### src/mrwt_pkg.sv
// ----------------------------------------------------------------------------
// mrwt_pkg
// Shared types and constants for the Miller-Rabin witness test block.
// ----------------------------------------------------------------------------
package mrwt_pkg;

   localparam int WIT_W  = 32;
   localparam int DCNT_W = 5;

   typedef enum logic [1:0] {
      VERDICT_SMALL_PRIME = 2'd0,
      VERDICT_REJECT      = 2'd1,
      VERDICT_COMPOSITE   = 2'd2,
      VERDICT_PASS        = 2'd3
   } verdict_type;

   typedef enum logic [1:0] {
      MSEL_RES_BASE  = 2'd0,
      MSEL_BASE_BASE = 2'd1,
      MSEL_RES_RES   = 2'd2
   } msel_type;

   typedef enum logic {
      MDEST_RES  = 1'b0,
      MDEST_BASE = 1'b1
   } mdest_type;

   typedef struct packed {
      logic        load;
      logic        red_step;
      logic        fac_step;
      logic        pow_init;
      logic        mul_start;
      msel_type    mul_sel;
      logic        mul_step;
      mdest_type   mul_dest;
      logic        e_shift;
      logic        j_dec;
      logic        finish;
      verdict_type verdict;
   } cmd_type;

   typedef struct packed {
      logic n_le1;
      logic n_le3;
      logic n_even;
      logic red_last;
      logic r_even;
      logic e_zero;
      logic e_lsb;
      logic mul_last;
      logic x_one;
      logic x_nm1;
      logic j_zero;
      logic out_free;
   } status_type;

endpackage

### src/mrwt_dp.sv
// ----------------------------------------------------------------------------
// mrwt_dp
// Datapath: witness reduction, n-1 factoring, serial modular multiplier,
// sticky composite flag and result register.
// ----------------------------------------------------------------------------
module mrwt_dp #(
   parameter int MW = 32
) (
   input  logic                       clock,
   input  logic                       reset,
   input  logic [mrwt_pkg::WIT_W-1:0] req_candidate,
   input  logic [mrwt_pkg::WIT_W-1:0] req_witness,
   input  logic                       req_last_witness,
   output logic                       rsp_valid,
   input  logic                       rsp_stall,
   output logic                       rsp_probable_prime,
   output logic [1:0]                 rsp_verdict,
   input  mrwt_pkg::cmd_type          cmd,
   output mrwt_pkg::status_type       st
);

   localparam int CW = $clog2(MW);

   logic [MW-1:0]                 n_ff, rem_ff, r_ff, e_ff, res_ff, base_ff;
   logic [MW-1:0]                 ma_ff, mb_ff, acc_ff;
   logic [mrwt_pkg::WIT_W-1:0]    w_ff;
   logic [mrwt_pkg::DCNT_W-1:0]   dcnt_ff;
   logic [CW-1:0]                 s_ff, j_ff, mcnt_ff;
   logic                          last_ff, seen_ff;
   logic                          rsp_valid_ff, pp_ff;
   logic [1:0]                    verdict_ff;

   logic [MW:0]   red_t;
   logic [MW-1:0] rem_in, dbl, acc_in, nm1;
   logic          fail, sticky;

   function automatic logic [MW-1:0] add_mod(input logic [MW-1:0] a,
                                             input logic [MW-1:0] b,
                                             input logic [MW-1:0] m);
      logic [MW:0] sum;
      sum = {1'b0, a} + {1'b0, b};
      if (sum >= {1'b0, m}) sum = sum - {1'b0, m};
      return sum[MW-1:0];
   endfunction

   assign nm1    = n_ff - {{(MW-1){1'b0}}, 1'b1};
   assign red_t  = {rem_ff, w_ff[mrwt_pkg::WIT_W-1]};
   assign rem_in = (red_t >= {1'b0, n_ff}) ? MW'(red_t - {1'b0, n_ff}) : red_t[MW-1:0];
   assign dbl    = add_mod(acc_ff, acc_ff, n_ff);
   assign acc_in = mb_ff[MW-1] ? add_mod(dbl, ma_ff, n_ff) : dbl;

   assign fail   = (cmd.verdict == mrwt_pkg::VERDICT_REJECT) ||
                   (cmd.verdict == mrwt_pkg::VERDICT_COMPOSITE);
   assign sticky = seen_ff | fail;

   always_ff @(posedge clock) begin
      if (cmd.load) begin
         n_ff    <= req_candidate[MW-1:0];
         r_ff    <= req_candidate[MW-1:0] - {{(MW-1){1'b0}}, 1'b1};
         w_ff    <= req_witness;
         last_ff <= req_last_witness;
         rem_ff  <= '0;
         dcnt_ff <= '0;
         s_ff    <= '0;
      end
      if (cmd.red_step) begin
         rem_ff  <= rem_in;
         w_ff    <= {w_ff[mrwt_pkg::WIT_W-2:0], 1'b0};
         dcnt_ff <= dcnt_ff + 1'b1;
      end
      if (cmd.fac_step) begin
         r_ff <= {1'b0, r_ff[MW-1:1]};
         s_ff <= s_ff + 1'b1;
      end
      if (cmd.pow_init) begin
         res_ff  <= {{(MW-1){1'b0}}, 1'b1};
         base_ff <= rem_ff;
         e_ff    <= r_ff;
         j_ff    <= s_ff - 1'b1;
      end
      if (cmd.mul_step) begin
         acc_ff  <= acc_in;
         mb_ff   <= {mb_ff[MW-2:0], 1'b0};
         mcnt_ff <= mcnt_ff + 1'b1;
         if (st.mul_last) begin
            if (cmd.mul_dest == mrwt_pkg::MDEST_RES) res_ff <= acc_in;
            else                                      base_ff <= acc_in;
         end
      end
      if (cmd.mul_start) begin
         acc_ff  <= '0;
         mcnt_ff <= '0;
         case (cmd.mul_sel)
            mrwt_pkg::MSEL_RES_BASE: begin
               ma_ff <= res_ff;
               mb_ff <= base_ff;
            end
            mrwt_pkg::MSEL_BASE_BASE: begin
               ma_ff <= base_ff;
               mb_ff <= base_ff;
            end
            default: begin
               ma_ff <= res_ff;
               mb_ff <= res_ff;
            end
         endcase
      end
      if (cmd.e_shift) e_ff <= {1'b0, e_ff[MW-1:1]};
      if (cmd.j_dec)   j_ff <= j_ff - 1'b1;
      if (cmd.finish && st.out_free) begin
         pp_ff      <= ~sticky;
         verdict_ff <= cmd.verdict;
      end
   end

   always_ff @(posedge clock) begin
      if (reset) begin
         seen_ff      <= 1'b0;
         rsp_valid_ff <= 1'b0;
      end else begin
         if (cmd.finish && st.out_free) begin
            seen_ff      <= last_ff ? 1'b0 : sticky;
            rsp_valid_ff <= 1'b1;
         end else if (!rsp_stall) begin
            rsp_valid_ff <= 1'b0;
         end
      end
   end

   assign st.n_le1    = (n_ff[MW-1:1] == '0);
   assign st.n_le3    = (n_ff[MW-1:2] == '0);
   assign st.n_even   = ~n_ff[0];
   assign st.red_last = &dcnt_ff;
   assign st.r_even   = ~r_ff[0];
   assign st.e_zero   = (e_ff == '0);
   assign st.e_lsb    = e_ff[0];
   assign st.mul_last = (mcnt_ff == CW'(MW-1));
   assign st.x_one    = (res_ff == {{(MW-1){1'b0}}, 1'b1});
   assign st.x_nm1    = (res_ff == nm1);
   assign st.j_zero   = (j_ff == '0);
   assign st.out_free = ~rsp_valid_ff | ~rsp_stall;

   assign rsp_valid          = rsp_valid_ff;
   assign rsp_probable_prime = pp_ff;
   assign rsp_verdict        = verdict_ff;

endmodule

### config.mk
export PLATFORM = sky130hd
export DESIGN_NAME = mrwt_dp
export DESIGN_NICKNAME = d
export VERILOG_FILES = /design/src/mrwt_pkg.sv /design/src/mrwt_dp.sv
export SDC_FILE = /design/constraint.sdc
export NUM_CORES = 1
export LEC_CHECK = 0
export CAP_MARGIN = 20
export CORE_AREA = 2 2 243 245
export CTS_CLUSTER_SIZE = 8
export DETAILED_ROUTE_END_ITERATION = 12
export DIE_AREA = 0 0 245 247
export DONT_BUFFER_PORTS = 1
export PLACE_DENSITY = 0.64
export SLEW_MARGIN = 20
export SYNTH_ARGS = -nofsm -noshare
export SYNTH_HDL_FRONTEND = slang
export SYNTH_SLANG_ARGS = --single-unit
### constraint.sdc
create_clock -name clock -period 7.3 [get_ports clock]
set_input_delay 1.46 -clock clock [delete_from_list [all_inputs] [get_ports clock]]
set_output_delay 1.46 -clock clock [all_outputs]
set_load 0.005 [all_outputs]
==> results of run 1 <==
[power by group]
group | internal, W | switching [W] | leakage, nW
Clock | 0.00129 | 0.000875 | 0.686
Sequential | 0.00255 | 0.000337 | 3.38
Combinational | 0.00572 | 0.00644 | 8.35
Total | 0.00956 | 0.00765 | 12.4
[synth_stat cells, types with 64 or more instances]
library cell / number / share of area
edfxtp_1: 240 / 0.30
nor3_1: 67 / 0.014
o21ai_0: 148 / 0.031
clkbuf_1: 105 / 0.016
a21oi_1: 202 / 0.042
nand2_1: 216 / 0.034
mux2_2: 95 / 0.044
ha_1: 136 / 0.071
mux2i_1: 64 / 0.027
a21o_1: 71 / 0.022
xnor2_1: 106 / 0.039
nor2_1: 171 / 0.027
dfxtp_1: 106 / 0.088
nand3_1: 98 / 0.020
inv_1: 91 / 0.014
[worst max-delay path: cells and delay by family (launching register included)]
family,cells,cell delay [ps]
buf+inv,6,900
mux,1,330
xor+xnor,1,140
compound gates,15,3770
fa+ha+maj,3,780
flops,1,390
simple gates,6,790
[area by class of cell]
cell class / count / area share
Multi-Input combinational cell: 2028 / 0.492
Sequential cell: 346 / 0.310
Timing Repair Buffer: 419 / 0.107
Inverter: 91 / 0.0113
Clock buffer: 87 / 0.0465
Tap cell: 773 / 0.0321
Clock inverter: 3 / 0.00137
[metal layers]
metal / GRT usage / up-vias / wire length (um)
li1: - / 10500 / -
met1: 0.363 / 10700 / 35900
met2: 0.427 / 983 / 37600
met3: 0.0326 / 176 / 6770
met4: 0.103 / 2 / 3190
met5: 0 / - / 13
[logic make-up (layout without fill, tap and decap cells)]
group,after synthesis,after routing,synth area share
flip-flops,346,346,0.388
buffers and inverters,219,600,0.0351
AND/OR/NAND/NOR,810,810,0.166
multiplexers,159,159,0.0711
adder cells (fa/ha/maj),140,140,0.0740
AO/OA/AOI/OAI,756,756,0.207
XOR/XNOR,163,163,0.0593
[cell usage in the layout, fill, tap and decap left out, types with 37 or more instances in the layout]
master and n:
dfxtp_1 106, nor2_1 165, buf_4 409, ha_1 117, nand4_1 37, a21oi_1 188, nand2_1 211, o21ai_0 137
nor2b_1 44, xnor2_1 104, clkbuf_16 51, a211oi_1 46, mux2_2 93, inv_1 82, mux2i_1 55, nand3_1 94
a21o_1 71, nor3_1 62, edfxtp_1 240, xor2_1 56
[path summary, 6_finish.rpt]
check / end / slack [ps] / cells past startpoint
worst max-delay path: acc_ff[31] / 40 / 32
worst min-delay path: acc_ff[29] / 510 / 2
worst max register to register: acc_ff[31] / 40 / 32
worst min register to register: acc_ff[29] / 510 / 2
[state kept, by name, indices dropped and copies added, names as in the netlist, 32 cells and up]
signal / count
ma_ff: 32
res_ff: 32
r_ff: 32
rem_ff: 32
n_ff: 32
w_ff: 32
base_ff: 32
e_ff: 32
mb_ff: 32
acc_ff: 32
[stage by stage]
stage / hold slack, ps / worst slack, ps / cells / cell area (um2)
floorplan: 458 / 16.5 / 2593 / 24100
global placement: 473 / -269 / 3638 / 27600
detailed placement: 492 / -431 / 3638 / 27600
CTS: 500 / -44.6 / 3734 / 29300
global route: 521 / -258 / 3747 / 30100
finish: 506 / 43.7 / 3747 / 30100
[what timing repair did]
item | 4_1_cts | 5_1_grt
resized for setup | 47 | 138
hold endpoints to repair | 0 | 0
pin swaps | 16 | 52
cloned | 0 | 1
buffers inserted | 6 | 13
setup endpoints to repair | 93 | 96
==> impl_metrics.env, run 1 <==
export IMPL_ctsRootBufferMaster="clkbuf_16"
export IMPL_synth_yosys_seq_area_share=0.388
export IMPL_hold_start="acc_ff[29]"
export IMPL_syn_nets=2815
export IMPL_drive_gt1_frac=0.249
export IMPL_cellPowerDensity_mw_per_mm2=571
export IMPL_cts_buffer_depth=3
export IMPL_setup_total_negative_slack_ps=0
export IMPL_regArea_mm2=0.00933
export IMPL_syn_area_mm2=0.0241
export IMPL_fillers=5171
export IMPL_power_w=0.0172
export IMPL_worstSkewPairLatency_ps=580
export IMPL_cts_sinks=346
export IMPL_worstPathArrival_ps=7710
export IMPL_io_buffers=0
export IMPL_timing_fmax_mhz=138
export IMPL_rows=89
export IMPL_cts_inserted_buffers=49
export IMPL_cts_hold_buffers=0
export IMPL_synth_edf_count=240
export IMPL_crit_fanout=5
export IMPL_hpwl_um=62700
export IMPL_final_core_utilization=0.517
export IMPL_finalMaxSlewViolations=0
export IMPL_routed_via_density=5.97
export IMPL_dr_pass1_iters=5
export IMPL_die_area_mm2=0.0605
export IMPL_min_period_over_period=0.994
export IMPL_finalCriticalPeriod_ps=7260
export IMPL_num_io_pins=98
export IMPL_grt_pass1_wl_um=124000
export IMPL_antenna_found_initial=1
export IMPL_syn_area_per_cell_um2=9.28
export IMPL_drt_iter0_drc=2348
export IMPL_chipWidth_um=245
export IMPL_syn_inst=2593
export IMPL_status="finished, final reports clean"
export IMPL_async_flop_share=0
export IMPL_cp_data_required_time_ps=7760
export IMPL_place_congestion=1.03
export IMPL_ant_nets=0
export IMPL_clkTransAtPathRegs_ps=60
export IMPL_fp_dieH_um=247
export IMPL_start_util=0.413
export IMPL_totalWireLength_um=83500
export IMPL_syn_to_final_growth_pct=25.1
export IMPL_core_mm2=0.0582
export IMPL_htreeDepth=2
export IMPL_n_antenna_cell=0
export IMPL_rsz0062_at_grt="true"
export IMPL_drc=0
export IMPL_vias=22400
export IMPL_critPathCaptureType="register"
export IMPL_ys_seq_elements=346
export IMPL_grt_pass1_vias=21300
export IMPL_reg2reg_from="n_ff[8]"
export IMPL_cts_tree="built"
export IMPL_yosys_warnings=0
export IMPL_hold_viol=0
export IMPL_tightest_slew_ps=1150
export IMPL_critPathLaunchType="register"
export IMPL_multiInputGateArea_mm2=0.0148
export IMPL_cp_slowest_cell="a221o_2"
export IMPL_ir_drop_mv=0.281
export IMPL_startpoint="n_ff[8]"
export IMPL_wl_per_cell_um=22.3
export IMPL_synth_cell_types=82
export IMPL_finalNetCount=3157
export IMPL_synth_top_flop_cell="edfxtp_1"
export IMPL_grt_overflow_total=0
export IMPL_grt_max_degree=129
export IMPL_setup_viol=0
export IMPL_hold_path_class="reg -> reg"
export IMPL_slew_headroom=0.228
export IMPL_grt_total_usage=0.265
export IMPL_slowest_delay_ps=530
export IMPL_fin_skew_ps=15.2
export IMPL_max_cap_viol_count=0
export IMPL_p_leak_nw=12.4
export IMPL_crit_type="reg -> reg"
Power figures use the tool's default switching activity.
==> run 2: changes to the inputs <==
Settings changed: CORE_AREA 2 2 243 245 to 8 8 231 233, DIE_AREA 0 0 245 247 to 0 0 239 241, PLACE_DENSITY 0.64 to 0.73.
==> impl_metrics.env, run 2 (synthesis gave the netlist of run 1 again) <==
export IMPL_worstPathArrival_ps=7690
export IMPL_path_buf_inv=7
export IMPL_syn_to_final_growth_pct=25.8
export IMPL_htreeDepth=2
export IMPL_ctsRootBufferMaster="clkbuf_16"
export IMPL_fp_dieH_um=241
export IMPL_min_period_over_period=0.995
export IMPL_num_io_pins=98
export IMPL_chipWidth_um=239
export IMPL_slew_headroom=0.278
export IMPL_place_congestion=1.06
export IMPL_finalNetCount=3201
export IMPL_p_leak_nw=12.7
export IMPL_grt_total_usage=0.281
export IMPL_setup_viol=0
export IMPL_wl_per_cell_um=22.9
export IMPL_drt_iter0_drc=2535
export IMPL_worstSkewPairLatency_ps=580
export IMPL_max_cap_viol_count=0
export IMPL_hold_viol=0
export IMPL_totalWireLength_um=84600
export IMPL_drive_gt1_frac=0.252
export IMPL_ir_drop_mv=0.319
export IMPL_clkTransAtPathRegs_ps=60
export IMPL_power_w=0.0175
export IMPL_drc=0
export IMPL_timing_fmax_mhz=138
export IMPL_io_buffers=0
export IMPL_rsz0062_at_grt="true"
export IMPL_setup_total_negative_slack_ps=0
export IMPL_fin_skew_ps=20.2
export IMPL_grt_overflow_total=0
export IMPL_core_mm2=0.0497
export IMPL_start_util=0.485
export IMPL_tightest_slew_ps=1080
export IMPL_vias=22700
export IMPL_cts_inserted_buffers=49
export IMPL_finalMaxSlewViolations=0
export IMPL_cp_data_required_time_ps=7730
export IMPL_ant_nets=0
export IMPL_hold_path_class="reg -> reg"
export IMPL_cts_hold_buffers=0
export IMPL_die_area_mm2=0.0576
export IMPL_cts_buffer_depth=3
export IMPL_cellPowerDensity_mw_per_mm2=578
export IMPL_final_common_cell="buf_4"
export IMPL_crit_path_frequent_cell="a21o_1"
export IMPL_routed_via_density=6.14
export IMPL_cts_sinks=346
export IMPL_crit_type="reg -> reg"
export IMPL_grt_max_degree=129
export IMPL_timing_hold_ws_ps=495
export IMPL_slowest_delay_ps=400
export IMPL_hpwl_um=63900
export IMPL_crit_fanout=6
export IMPL_cts_tree="built"
export IMPL_rows=82
export IMPL_status="finished, final reports clean"
export IMPL_cp_slowest_cell="edfxtp_1"
export IMPL_finalCriticalPeriod_ps=7270
export IMPL_critPathLaunchType="register"
export IMPL_setup_slack_ps=33.8
export IMPL_grt_pass1_wl_um=126000
export IMPL_critPathCaptureType="register"
export IMPL_dr_pass1_iters=6
export IMPL_final_cell_mix="445 x buf_4, 240 x edfxtp_1, 212 x nand2_1"
export IMPL_post_place_ws_ps=-530
export IMPL_antenna_found_initial=3
export IMPL_grt_pass1_vias=21700
export IMPL_cp_top_family="compound AO/OA/AOI/OAI gates"
## run 2: cell count changes in the layout (fill, tap and decap cells not counted), sizes merged
cell / delta
buf: +42
clkbuf: +3
clkinv: -1
diode: +1
nand2: +1
## run 2: metrics by stage
step                      std cells  area (um2)   util
after global routing           3691       30300  0.610
after global placement         3570       27700  0.558
after floorplan                2593       24100      -
after detailed placement       3571       27700  0.558
final                          3692       30300  0.610
after CTS                      3666       29400  0.592
## run 2: final cells by class
class	count	area [um2]
fillers	4124	19400
repair buffers	462	3600
inverters	91	342
clock buffers	89	1430
well taps	672	841
diodes	1	2.50
flip-flops and latches	346	9330
multi-input cells	2029	14700
clock inverters	2	36.3
## run 2: path summary, 6_finish.rpt
kind,startpoint,end,slack [ps],depth (start not counted)
worst max-delay path,n_ff[8],res_ff[21],30,33
worst min-delay path,seen_ff,seen_ff,490,2
worst max register to register,n_ff[8],res_ff[21],30,33
worst min register to register,seen_ff,seen_ff,490,2
## run 2: worst register-to-register path, delay by kind of cell, from the launching register on
kind            cells  cell delay, ps
buf+inv             7            1010
xor+xnor            1             140
fa+ha+maj           3             820
compound gates     15            3490
mux                 2             690
flops               1             400
simple gates        5             590
## run 2: metal layers
layer  vias up  GRT usage  share of wire
met5         -          0              0
met4         0      0.113          0.043
met3       200     0.0572          0.099
met2      1105      0.446           0.45
met1     10800      0.373           0.41
li1      10600          -              -
## run 2: timing repair
action	in CTS	in global routing
gates cloned	0	3
gates resized for setup	48	143
pin swaps	15	54
setup buffers	4	23
endpoints found under the setup margin	96	96
## run 2: power by group
| group | switching [W] | total, W | internal [W] |
|---|---|---|---|
| logic | 0.00655 | 0.0124 | 0.00589 |
| registers | 0.000333 | 0.00289 | 0.00255 |
| clock network | 0.000868 | 0.00218 | 0.00131 |
| total | 0.00775 | 0.0175 | 0.00975 |
